### src/arc_pkg.sv
// Shared types and constants for the announcement retry controller.
`timescale 1ns / 1ps

package arc_pkg;

   // Width of the millisecond time fields.
   localparam int TIME_BITS = 48;

   // Configuration register indexes.
   localparam int CSR_INDEX_BITS = 1;
   localparam int CSR_DATA_BITS  = 16;
   localparam logic [CSR_INDEX_BITS-1:0] CSR_RETRY_INTERVAL = 1'd0;
   localparam logic [CSR_INDEX_BITS-1:0] CSR_MAX_ATTEMPTS   = 1'd1;

   // Reset values of the configuration registers.
   localparam logic [15:0] RETRY_INTERVAL_RESET = 16'd1000;
   localparam logic [7:0]  MAX_ATTEMPTS_RESET   = 8'd3;

   // Answer reported when no transport exists.
   localparam logic [7:0] RESULT_NO_TRANSPORT = 8'hFF;

   // Largest time value; retry times saturate here.
   localparam logic [TIME_BITS-1:0] TIME_MAX = {TIME_BITS{1'b1}};

   // One input transaction.
   typedef struct packed {
      logic [TIME_BITS-1:0] now_ms;
      logic                 link_ready;
      logic                 send_available;
      logic signed [7:0]    send_result;
   } req_type;

   // One result transaction.
   typedef struct packed {
      logic                 attempted;
      logic                 pending;
      logic                 exhausted;
      logic [15:0]          total_attempts;
      logic [7:0]           episode_sends;
      logic [15:0]          failure_count;
      logic [15:0]          acceptance_count;
      logic [15:0]          episode_count;
      logic signed [7:0]    last_send_result;
      logic [TIME_BITS-1:0] first_attempt_time;
      logic [TIME_BITS-1:0] last_attempt_time;
      logic [TIME_BITS-1:0] last_accept_time;
   } rsp_type;

   // Controller state carried from tick to tick.
   typedef struct packed {
      logic                 was_ready;
      logic                 pending;
      logic                 exhausted;
      logic [15:0]          attempt_total;
      logic [7:0]           episode_sends;
      logic [15:0]          failures;
      logic [15:0]          acceptances;
      logic [15:0]          episodes;
      logic [TIME_BITS-1:0] next_due;
      logic [TIME_BITS-1:0] first_time;
      logic [TIME_BITS-1:0] last_time;
      logic [TIME_BITS-1:0] accept_time;
      logic [7:0]           latest_result;
   } state_type;

endpackage

### src/arc_step.sv
// Next-state logic for one tick of the announcement retry controller.
`timescale 1ns / 1ps

module arc_step (
   input  arc_pkg::state_type st,
   input  arc_pkg::req_type   req,
   input  logic [15:0]        retry_interval,
   input  logic [7:0]         max_attempts,
   output arc_pkg::state_type st_in,
   output logic               attempted
);

   logic [7:0]                   res;
   logic                         accepted;
   logic [7:0]                   ep_attempts_inc;
   logic [arc_pkg::TIME_BITS:0]  retry_sum;

   // Retry deadline, saturating at the largest time value.
   assign retry_sum = {1'b0, req.now_ms}
                    + {{(arc_pkg::TIME_BITS + 1 - 16){1'b0}}, retry_interval};

   // Answer of a send made on this tick; positive means accepted.
   assign res      = req.send_available ? req.send_result : arc_pkg::RESULT_NO_TRANSPORT;
   assign accepted = (res != 8'd0) && !res[7];

   always_comb begin
      st_in           = st;
      attempted       = 1'b0;
      ep_attempts_inc = 8'd0;
      if (!req.link_ready) begin
         // Link down drops the pending announcement.
         st_in.was_ready = 1'b0;
         st_in.pending   = 1'b0;
      end else begin
         // Rising link starts a new episode, due at once.
         if (!st.was_ready) begin
            st_in.was_ready     = 1'b1;
            st_in.pending       = 1'b1;
            st_in.exhausted     = 1'b0;
            st_in.episode_sends = 8'd0;
            st_in.episodes      = (st.episodes == 16'hFFFF) ? st.episodes
                                                            : st.episodes + 16'd1;
            st_in.next_due      = req.now_ms;
         end
         // Send attempt when pending and due.
         if (st_in.pending && (req.now_ms >= st_in.next_due)) begin
            attempted       = 1'b1;
            ep_attempts_inc = (st_in.episode_sends == 8'hFF) ? st_in.episode_sends
                                                             : st_in.episode_sends + 8'd1;
            if (st.attempt_total == 16'd0) begin
               st_in.first_time = req.now_ms;
            end
            st_in.attempt_total = (st.attempt_total == 16'hFFFF) ? st.attempt_total
                                                                 : st.attempt_total + 16'd1;
            st_in.episode_sends = ep_attempts_inc;
            st_in.last_time     = req.now_ms;
            st_in.latest_result = res;
            if (accepted) begin
               st_in.acceptances = (st.acceptances == 16'hFFFF) ? st.acceptances
                                                                : st.acceptances + 16'd1;
               st_in.accept_time = req.now_ms;
               st_in.pending     = 1'b0;
            end else begin
               st_in.failures = (st.failures == 16'hFFFF) ? st.failures
                                                          : st.failures + 16'd1;
               if (ep_attempts_inc >= max_attempts) begin
                  st_in.pending   = 1'b0;
                  st_in.exhausted = 1'b1;
               end else begin
                  st_in.next_due = retry_sum[arc_pkg::TIME_BITS] ? arc_pkg::TIME_MAX
                                   : retry_sum[arc_pkg::TIME_BITS-1:0];
               end
            end
         end
      end
   end

endmodule

### src/announcement_retry_controller.sv
// Top level of the announcement retry controller.
`timescale 1ns / 1ps

// Channel   Ports                               Direction
// req       req_valid, req_ready, req_data      in:  one tick (time, link, send answer)
// rsp       rsp_valid, rsp_ready, rsp_data      out: one result per tick
// csr       csr_wen, csr_index, csr_wdata       in:  register writes, no wait
//
// One transaction per clock is sustained while results are taken; each accepted transaction
// passes the input register, then the next-state logic into the state and result register.
// The 48-bit due-time compare and retry add set the cycle path.
// Reset is synchronous and clears the state and valid flags; retry interval resets to 1000, max attempts to 3.
// A stalled result holds the state; the input register still takes one more transaction.

module announcement_retry_controller (
   input  logic                                 clock,
   input  logic                                 reset,
   input  logic                                 req_valid,
   output logic                                 req_ready,
   input  arc_pkg::req_type                     req_data,
   output logic                                 rsp_valid,
   input  logic                                 rsp_ready,
   output arc_pkg::rsp_type                     rsp_data,
   input  logic                                 csr_wen,
   input  logic [arc_pkg::CSR_INDEX_BITS-1:0]   csr_index,
   input  logic [arc_pkg::CSR_DATA_BITS-1:0]    csr_wdata
);

   logic               in_valid_ff;
   arc_pkg::req_type   in_data_ff;
   logic               rsp_valid_ff;
   logic               attempted_ff;
   arc_pkg::state_type st_ff;
   arc_pkg::state_type st_in;
   logic               attempted_in;
   logic [15:0]        retry_ff;
   logic [7:0]         max_ff;
   logic               advance;

   // Move the held transaction into the result stage when that stage is free.
   assign advance   = in_valid_ff && (!rsp_valid_ff || rsp_ready);
   assign req_ready = !in_valid_ff || advance;
   assign rsp_valid = rsp_valid_ff;

   // Configuration registers.
   always_ff @(posedge clock) begin
      if (reset) begin
         retry_ff <= arc_pkg::RETRY_INTERVAL_RESET;
         max_ff   <= arc_pkg::MAX_ATTEMPTS_RESET;
      end else if (csr_wen) begin
         unique case (csr_index)
            arc_pkg::CSR_RETRY_INTERVAL: retry_ff <= csr_wdata;
            arc_pkg::CSR_MAX_ATTEMPTS:   max_ff   <= csr_wdata[7:0];
            default: ;
         endcase
      end
   end

   // Input register.
   always_ff @(posedge clock) begin
      if (reset) begin
         in_valid_ff <= 1'b0;
      end else if (req_ready) begin
         in_valid_ff <= req_valid;
      end
   end

   always_ff @(posedge clock) begin
      if (req_ready && req_valid) begin
         in_data_ff <= req_data;
      end
   end

   // Next-state logic.
   arc_step u_step (
      .st             (st_ff),
      .req            (in_data_ff),
      .retry_interval (retry_ff),
      .max_attempts   (max_ff),
      .st_in          (st_in),
      .attempted      (attempted_in)
   );

   // State and result register.
   always_ff @(posedge clock) begin
      if (reset) begin
         rsp_valid_ff <= 1'b0;
         attempted_ff <= 1'b0;
         st_ff        <= '0;
      end else begin
         if (advance) begin
            rsp_valid_ff <= 1'b1;
            attempted_ff <= attempted_in;
            st_ff        <= st_in;
         end else if (rsp_ready) begin
            rsp_valid_ff <= 1'b0;
         end
      end
   end

   // Result fields come straight from the state and result register.
   always_comb begin
      rsp_data.attempted          = attempted_ff;
      rsp_data.pending            = st_ff.pending;
      rsp_data.exhausted          = st_ff.exhausted;
      rsp_data.total_attempts     = st_ff.attempt_total;
      rsp_data.episode_sends      = st_ff.episode_sends;
      rsp_data.failure_count      = st_ff.failures;
      rsp_data.acceptance_count   = st_ff.acceptances;
      rsp_data.episode_count      = st_ff.episodes;
      rsp_data.last_send_result   = st_ff.latest_result;
      rsp_data.first_attempt_time = st_ff.first_time;
      rsp_data.last_attempt_time  = st_ff.last_time;
      rsp_data.last_accept_time   = st_ff.accept_time;
   end

`ifndef NO_ASSERTIONS
   // An episode is never both pending and exhausted.
   a_pending_exhausted: assert property (@(posedge clock) disable iff (reset)
      !(st_ff.pending && st_ff.exhausted))
      else $error("pending and exhausted both set");

   // A reported attempt always counts in its episode.
   a_attempt_counted: assert property (@(posedge clock) disable iff (reset)
      (rsp_valid_ff && attempted_ff) |-> (st_ff.episode_sends != 8'd0))
      else $error("attempt without episode count");

   // Acceptances never outnumber attempts.
   a_accept_bound: assert property (@(posedge clock) disable iff (reset)
      st_ff.acceptances <= st_ff.attempt_total)
      else $error("acceptances exceed attempts");

   // A stalled result keeps the state unchanged.
   a_stall_holds: assert property (@(posedge clock) disable iff (reset)
      (rsp_valid_ff && !rsp_ready) |=> $stable(st_ff))
      else $error("state changed under stall");
`endif

endmodule
### config.mk
export PLATFORM = sky130hd
export DESIGN_NAME = announcement_retry_controller
export DESIGN_NICKNAME = d
export VERILOG_FILES = /design/src/arc_pkg.sv /design/src/arc_step.sv /design/src/announcement_retry_controller.sv
export SDC_FILE = /design/constraint.sdc
export NUM_CORES = 1
export LEC_CHECK = 0
export BUFFER_PORTS_ARGS = -buffer_cell sky130_fd_sc_hd__buf_4
export CAP_MARGIN = 5
export CORE_ASPECT_RATIO = 1.75
export CORE_MARGIN = 2
export CORE_UTILIZATION = 55
export CTS_CLUSTER_DIAMETER = 120
export DETAILED_ROUTE_END_ITERATION = 7
export PLACE_DENSITY = 0.77
export RECOVER_POWER = 100
export SKIP_CTS_REPAIR_TIMING = 1
export SYNTH_ARGS = -nofsm -noshare
export SYNTH_HDL_FRONTEND = slang
export SYNTH_HIERARCHICAL = 1
export SYNTH_SLANG_ARGS = --single-unit
### constraint.sdc
create_clock -name clock -period 11.4 [get_ports clock]
set_input_delay 3.42 -clock clock [delete_from_list [all_inputs] [get_ports clock]]
set_output_delay 3.42 -clock clock [all_outputs]
set_load 0.005 [all_outputs]
==> flow_summary.ini, run 1 <==
[outcome]
status = complete, but fails checks
violations = capacitance limit, slew limit

[synthesis]
synth_top_area_cell = dfxtp_1
async_flop_share_pct = 0
ys_seq_area_share_pct = 31.7
yosys-top-cells-area = dfxtp_1 (25%), nand2b_1 (14%), mux2i_1 (13%)
synth_seq_cells = 360
syn_avg_cell_area_um2 = 9.15
synth_edf_count = 58
post_synth_inst_count = 2688
synth_flop_cell = dfxtp_1
syn-num-nets = 2847
synth_area_mm2 = 0.0246
yosys_warnings = 6
yosys.area.top_type_share_pct = 24.6
ys_types = 62

[finish]
utilization_pct = 59.1
layout_commonest_cell = nand2b_1
layout_common_cells = nand2b_1 (561), mux2i_1 (326), dfxtp_1 (301)
fin_cells = 3259
multi_input_area_mm2 = 0.0141
regArea_mm2 = 0.00779
drive_above_1_share_pct = 16.9
layout.nets = 2815
fill_cells = 3925
syn2layout_area_growth_pct = 6.11

[die]
io_pins = 309
placementRows = 102
chipHeight_um = 284
coreArea_mm2 = 0.0442
die_area_mm2 = 0.0465
start_util_pct = 55.7
fp.dieW_um = 164

[setup_path]
cpPeakStageDelay_ns = 4.32
r2r_end = st_ff[153]
crit_chain = dlymetal6s4s_1 > buf_12 > nand2b_1 > mux2i_1
cp_max_fo = 326
cp_slowest_cell = dlymetal6s4s_1
critPathBufInv = 2
rr_startpoint = st_ff[274]
cp_top_family = buffers and inverters
reg2regPathDepth = 17
criticalPathCategory = in -> reg
required_ns = 11.77
critPathCaptureType = flip-flop
r2r_slack_ns = 5.87
cp_num_cells = 4
startpoint_type = input pin
arrival_ns = 9.07
cp-endpoint = rsp_data[51]
critical_path.startpoint = reset

[sta]
timing.hold.ws_ns = 0.462
drv_slew = 313
worst_pin_slew_ns = 6.11
final-hold-violation-count = 0
fin_skew_ns = 0.0185
period_share_pct = 76.3
min_period_ns = 8.70
grt_setup_unrepaired = no
max_freq_ghz = 0.115
layout_setup_ws_ns = 2.70
slew_headroom_pct = -307
setup_tns_ns = 0
final-setup-viol-count = 0

[hold_path]
hold_path_depth = 2
hold_class = reg -> reg

[clocking]
htreeDepth = 2
cts_sinks = 360
clk_latency_ns = 0.55
clock-root-buffer = clkbuf_16
cts_tree = yes
cts.clk_slew.worst_paths_ns = 0.06
cts_buffers = 37
cts_buffer_depth = 3

[route]
routedWlPerCell_um = 17.9
vias_per_cell = 5.63
drt-initial-drc-count = 1038
drt-total-wl_um = 58300
vias = 18300
dr.pass1.iters = 7
drc = 0
postRouteAntennaNets = 0

[global_route]
grtUsageTotal_pct = 24.4
grt_pass1_wl_um = 93400
overflow = 0
antenna_found_initial = 2
grt_max_degree = 327
grt_pass1_vias = 18700

[place]
dp_slack_ns = 4.01
port_buffers = 308
globalplace.congestion = 0.838
dp_hpwl_um = 38600
dpl.cell_count = 3189

[flow_run]
maxCapViolCount = 2

[pwr]
p_per_area_mw_per_mm2 = 121
peakVddDrop_mv = 0.129
p_leak_nw = 9.83
worst register-to-register path, cell delays in order, from the launching register on:
cell and delay (ns):
dfxtp_4 1.03, and2_0 0.40, ha_1 0.22, nand3_1 0.12, nor2_1 0.28, nand4_1 0.37, mux2_2 0.45, ha_1 0.27
o21ai_0 0.13, o21ai_0 0.09, a21oi_1 0.23, and2_1 0.24, nand2b_1 0.14, a21oi_4 0.84, o21ai_0 0.27, o21ai_0 0.17
nand2b_1 0.08, mux2i_1 0.12
how the worst min path moves through the flow:
stage,from,end,slack (ns)
global route,max_ff[5],max_ff[5],0.49
finish,max_ff[4],max_ff[4],0.46
floorplan,max_ff[2],max_ff[2],0.44
detailed placement,retry_ff[4],retry_ff[4],0.46
CTS,max_ff[4],max_ff[4],0.47
global placement,max_ff[2],max_ff[2],0.45
report_power, final:
group | total (mW) | switching (mW) | internal (mW)
Sequential | 1.39 | 0.0536 | 1.34
Clock | 1.28 | 0.542 | 0.733
Combinational | 0.488 | 0.251 | 0.237
cell type report:
class,instances,share of cell area [%]
multi-input cells,1905,54.1
clock buffers,50,4.10
repair buffers,323,8.06
diodes,2,0.0192
inverters,29,0.417
flip-flops and latches,360,29.9
well taps,572,2.74
clock inverters,18,0.719
per-stage QoR:
step	area, µm²	power, mW
finish	26100	3.15
global route	26100	3.28
CTS	26500	3.19
detailed placement	25200	1.90
global placement	25200	1.88
floorplan	24600	1.79
synthesized netlist by cell type, types with 24 or more instances:
cell and n:
nand2b_1 561, mux2i_1 326, dfxtp_1 302, buf_4 231, nand2_1 158, mux2_2 135
o21ai_0 101, clkbuf_1 99, ha_1 78, a21oi_1 72, xnor2_1 68, nand3_1 59
nor2_1 59, edfxtp_1 58, and3_1 36, nand4_1 33, buf_6 29, inv_1 29
buf_2 26, xor2_1 26, a22oi_1 24
layer usage:
layer	GRT usage (%)	vias to the layer above	routed length, µm
met2	45.8	489	30400
met5	0	-	0
met3	3.32	167	2410
met4	12.3	0	2870
met1	26.2	8792	22600
li1	-	8889	-
cells by family after synthesis:
kind of cell / count (synthesis) / synth area share, %
flip-flops: 360 / 31.7
multiplexers: 481 / 20.7
XOR/XNOR: 94 / 3.35
adder cells (fa/ha/maj): 79 / 4.05
AND/OR/NAND/NOR: 989 / 22.9
AO/OA/AOI/OAI: 262 / 6.24
buffers and inverters: 423 / 11.1
flip-flops by register name, summed over array words and instances, names as in the netlist:
name          cells
max_ff            8
attempted_ff      1
st_ff            49
in_data_ff       58
rsp_valid         1
retry_ff         16
rsp_data        226
in_valid_ff       1
Note: power is estimated with default switching activity, not from simulation.
==> run 2: changes to the inputs <==
- CORE_UTILIZATION: 55 -> 54
- PLACE_DENSITY: 0.77 -> 0.79
- clock period: 11.4 -> 7.7 ns (I/O delays scaled with it)
==> run 2 against run 1 <==
  * The flow still finishes with violations (capacitance limit, slew limit)
  * Routed wire length is 2.8% higher
  * Hold slack better by 0.0028 ns
  * Die area is 1.8% higher
  * Cell count is 0.21% higher
  * Clock skew is 0.0044 ns higher
  * Sequential share of layout area hardly changed
  * Sequential power is 48% higher
  * Power is 49% higher
  * Highest routed layer unchanged
  * Count of clock-buffer cells in the layout is 2 higher
  * Global-route usage hardly changed
  * Utilization is 1.2 points lower
  * Combinational power is 46% higher
==> flow_summary.ini, run 2 (same netlist as run 1, synthesis figures left out) <==
[outcome]
status = complete, but fails checks
violations = capacitance limit, slew limit

[setup_path]
criticalPathCategory = reg -> reg
startpoint_type = flip-flop
r2r_end = rsp_data[185]
rr_startpoint = st_ff[274]
critPathCaptureType = flip-flop
cp_max_fo = 67
arrival_ns = 6.83
reg2regPathDepth = 13
r2r_slack_ns = 1.26
required_ns = 8.10

[global_route]
overflow = 0
antenna_found_initial = 2
grt_pass1_wl_um = 93900
grt_max_degree = 321
grt_pass1_vias = 18300
grtUsageTotal_pct = 24.4

[pwr]
design_power_total_mw = 4.70
p_leak_nw = 9.79
peakVddDrop_mv = 0.180
p_per_area_mw_per_mm2 = 180

[finish]
final_cell_area_mm2 = 0.0260
fin_cells = 3266
layout.nets = 2817
drive_above_1_share_pct = 16.2
largest_register_ffs = 226
layout_common_cells = nand2b_1 (561), mux2i_1 (326), dfxtp_1 (301)
syn2layout_area_growth_pct = 5.95
layout_commonest_cell = nand2b_1
utilization_pct = 57.9

[place]
dp_hpwl_um = 40100
dpl.cell_count = 3195
dp_slack_ns = 2.20
place_area_mm2 = 0.0252
globalplace.congestion = 0.841
port_buffers = 308

[route]
vias = 18500
postRouteAntennaNets = 0
dr.pass1.iters = 6
routedWlPerCell_um = 18.4
drc = 0
drt-total-wl_um = 59900
drt-initial-drc-count = 1227
vias_per_cell = 5.67

[die]
io_pins = 309
die_area_mm2 = 0.0473
fp.dieW_um = 165
start_util_pct = 54.7
placementRows = 103
coreArea_mm2 = 0.0450
chipHeight_um = 286

[sta]
final-setup-viol-count = 0
layout_setup_ws_ns = 1.26
setup_tns_ns = 0
timing.hold.ws_ns = 0.465
min_period_ns = 6.44
grt_setup_unrepaired = no
max_freq_ghz = 0.155
drv_slew = 380
fin_skew_ns = 0.0229
slew_headroom_pct = -170
worst_pin_slew_ns = 4.06
final-hold-violation-count = 0
period_share_pct = 83.6

[hold_path]
hold_path_depth = 2
worstHoldEndpoint = retry_ff[12]
min-delay-start = retry_ff[12]
hold_class = reg -> reg

[clocking]
clk_latency_ns = 0.55
htreeDepth = 2
cts.clk_slew.worst_paths_ns = 0.06
clock-root-buffer = clkbuf_16
cts_sinks = 360
cts_buffer_depth = 3
cts_tree = yes
cts_buffers = 38

[flow_run]
maxCapViolCount = 3
==> run 2: layer usage <==
metal | share of wire [%] | global-route usage [%] | wire length (µm) | vias to the layer above
met5 | 0 | 0 | 0 | -
met4 | 4.8 | 12.1 | 2900 | 0
met3 | 4.4 | 3.28 | 2620 | 165
met2 | 53 | 46.3 | 31900 | 536
met1 | 38 | 26.0 | 22500 | 8911
li1 | - | - | - | 8906
==> run 2: cell type report <==
type | count | area, µm²
Antenna cell | 2 | 5.00
Clock buffer | 52 | 1110
Clock inverter | 17 | 180
Fill cell | 3937 | 18900
Inverter | 29 | 109
Multi-Input combinational cell | 1905 | 14100
Sequential cell | 360 | 7790
Tap cell | 577 | 722
Timing Repair Buffer | 324 | 2080
==> run 2: critical path, cell delays in order, from the launching register on <==
cell	delay, ns
dfxtp_2	1.54
mux2i_1	0.34
ha_1	0.41
nand4_1	0.13
nor4_1	0.53
a41o_1	0.25
a22oi_1	0.24
a21oi_4	0.24
buf_4	0.55
clkbuf_2	1.17
nand3_1	0.30
mux2_2	0.37
nand2b_1	0.07
mux2i_1	0.07
==> run 2: where the power goes <==
group | switching, mW | internal [mW] | total (mW) | leakage (nW)
Clock | 0.815 | 1.11 | 1.93 | 0.621
Sequential | 0.0814 | 1.98 | 2.06 | 3.01
Combinational | 0.370 | 0.342 | 0.712 | 6.16
==> run 2: worst max-delay path by stage <==
stage / startpoint / endpoint / slack (ns) / cells after the start
global placement: st_ff[274] / st_ff[168] / 2.40 / 18
CTS: st_ff[274] / st_ff[155] / 2.17 / 17
detailed placement: st_ff[274] / st_ff[155] / 2.20 / 17
finish: st_ff[274] / rsp_data[185] / 1.26 / 13
global route: st_ff[274] / rsp_data[185] / 0.86 / 13
floorplan: rsp_ready / in_data_ff[0] / 2.01 / 2
==> run 3: changes to the inputs <==
- CORE_UTILIZATION: 54 -> 55
- PLACE_DENSITY: 0.79 -> 0.77
- clock period: 7.7 -> 6.7 ns (I/O delays scaled with it)
==> run 3 against run 2 <==
  * The flow still finishes with violations (capacitance limit, slew limit)
  * Clock skew is 0.0074 ns higher
  * Non-clock buffer count up 3
  * Die area decreased by 1.8%
  * Power up 13%
  * Cell count is 0.15% lower
  * Clock power is 11% higher
  * Sequential power up 15%
  * Critical path type unchanged
==> flow_summary.ini, run 3 (same netlist as run 1, synthesis figures left out) <==
[outcome]
status = complete, but fails checks
violations = capacitance limit, slew limit

[die]
chipHeight_um = 284
coreArea_mm2 = 0.0442
io_pins = 309
die_area_mm2 = 0.0465
placementRows = 102
fp.dieW_um = 164
start_util_pct = 55.7

[place]
globalplace.congestion = 0.898
dp_hpwl_um = 40500
port_buffers = 308
place_area_mm2 = 0.0252

[finish]
layout_common_cells = nand2b_1 (561), mux2i_1 (326), dfxtp_1 (301)
layout_commonest_cell = nand2b_1
largest_register_ffs = 226
drive_above_1_share_pct = 16.1
final_cell_area_mm2 = 0.0260
layout.nets = 2819
syn2layout_area_growth_pct = 5.80

[global_route]
grt_pass1_vias = 18300
top_usage_layer = met2
grt_max_degree = 256
met2_usage_pct = 46.8
grt.met1_usage_pct = 26.6
overflow = 0
antenna_found_initial = 1
grtUsageTotal_pct = 24.8
use_met3_pct = 3.14
grt_pass1_wl_um = 94300

[route]
vias = 18500
vias_per_cell = 5.67
postRouteAntennaNets = 0
drc = 0
drt-initial-drc-count = 1155
drt-total-wl_um = 59200
dr.pass1.iters = 6
routedWlPerCell_um = 18.2

[sta]
period_share_pct = 84.4
drv_slew = 368
worst_pin_slew_ns = 3.64
setup_tns_ns = 0
max_freq_ghz = 0.177
final-hold-violation-count = 0
grt_setup_unrepaired = no
min_period_ns = 5.65
fin_skew_ns = 0.0303
final-setup-viol-count = 0
slew_headroom_pct = -143

[setup_path]
cpPeakStageDelay_ns = 0.92
critPathBufInv = 2
critPathCaptureType = flip-flop
required_ns = 7.10
path_common_cell = mux2i_1
cp_max_fo = 48
rr_startpoint = st_ff[274]
crit_chain = clkbuf_2 > mux2i_1 > ha_1 > a21o_1 > a21oi_1 > or4b_1 > o21bai_1 > a22oi_1 > and2_0 > nor4_4 > buf_4 > mux2_1 > nand2b_1 > mux2i_1
startpoint_type = flip-flop
criticalPathCategory = reg -> reg
arrival_ns = 6.06
critical_path.startpoint = st_ff[274]
cp_top_family = buffers and inverters
cp_slowest_cell = clkbuf_2

[clocking]
cts.clk_slew.worst_paths_ns = 0.07
clock-root-buffer = clkbuf_16
cts_sinks = 360
cts_buffers = 37
htreeDepth = 2
clk_latency_ns = 0.55
cts_tree = yes
cts_buffer_depth = 3

[pwr]
design_power_total_mw = 5.32
p_leak_nw = 9.81
p_per_area_mw_per_mm2 = 205
peakVddDrop_mv = 0.203

[hold_path]
min-delay-start = max_ff[7]
hold_class = reg -> reg

[flow_run]
maxCapViolCount = 5
-- run 3: cell types whose count changed in the layout (fill, tap and decap cells not counted), sizes merged --
cell and change:
diode -1, clkinvlp -3, buf +3, clkbuf -3
clkinv +4
-- run 3: final timing paths --
kind	to	depth (start not counted)	slack (ns)
max reg2reg	rsp_data[124]	14	1.05
min reg2reg	max_ff[7]	2	0.46
max	rsp_data[124]	14	1.05
min	max_ff[7]	2	0.46
-- run 3: final cells by class --
class | count | area (µm²)
Clock inverter | 18 | 191
Sequential cell | 360 | 7790
Antenna cell | 1 | 2.50
Multi-Input combinational cell | 1905 | 14000
Timing Repair Buffer | 327 | 2140
Tap cell | 572 | 716
Fill cell | 3909 | 18100
Clock buffer | 49 | 1040
Inverter | 29 | 109
-- run 3: stage by stage --
stage	utilization (%)	std cells	hold WS (ns)	setup WS [ns]
6_report	58.9	3261	0.458	1.05
5_1_grt	58.9	3261	0.493	0.625
3_3_place_gp	57.2	3193	0.450	1.99
3_5_place_dp	57.2	3193	0.452	1.81
4_1_cts	60.0	3260	0.462	1.79
2_1_floorplan	-	2688	0.436	1.31
-- run 3: power breakdown --
part | internal, mW | total, mW | leakage, nW | switching (mW)
combinational | 0.391 | 0.815 | 6.20 | 0.425
sequential | 2.27 | 2.36 | 3.01 | 0.0890
clock | 1.22 | 2.15 | 0.599 | 0.924
total | 3.89 | 5.32 | 9.81 | 1.44
-- run 3: tightest hold or removal path, stage by stage (launching register included) --
cell     delay (ns)
dfxtp_1        0.31
nand2_1        0.05
a21oi_1        0.05
-- run 3: routing by layer --
metal / wire (µm) / vias up
met5: 0 / -
met4: 2740 / 0
met3: 2550 / 144
met2: 31300 / 502
met1: 22600 / 8913
li1: - / 8919
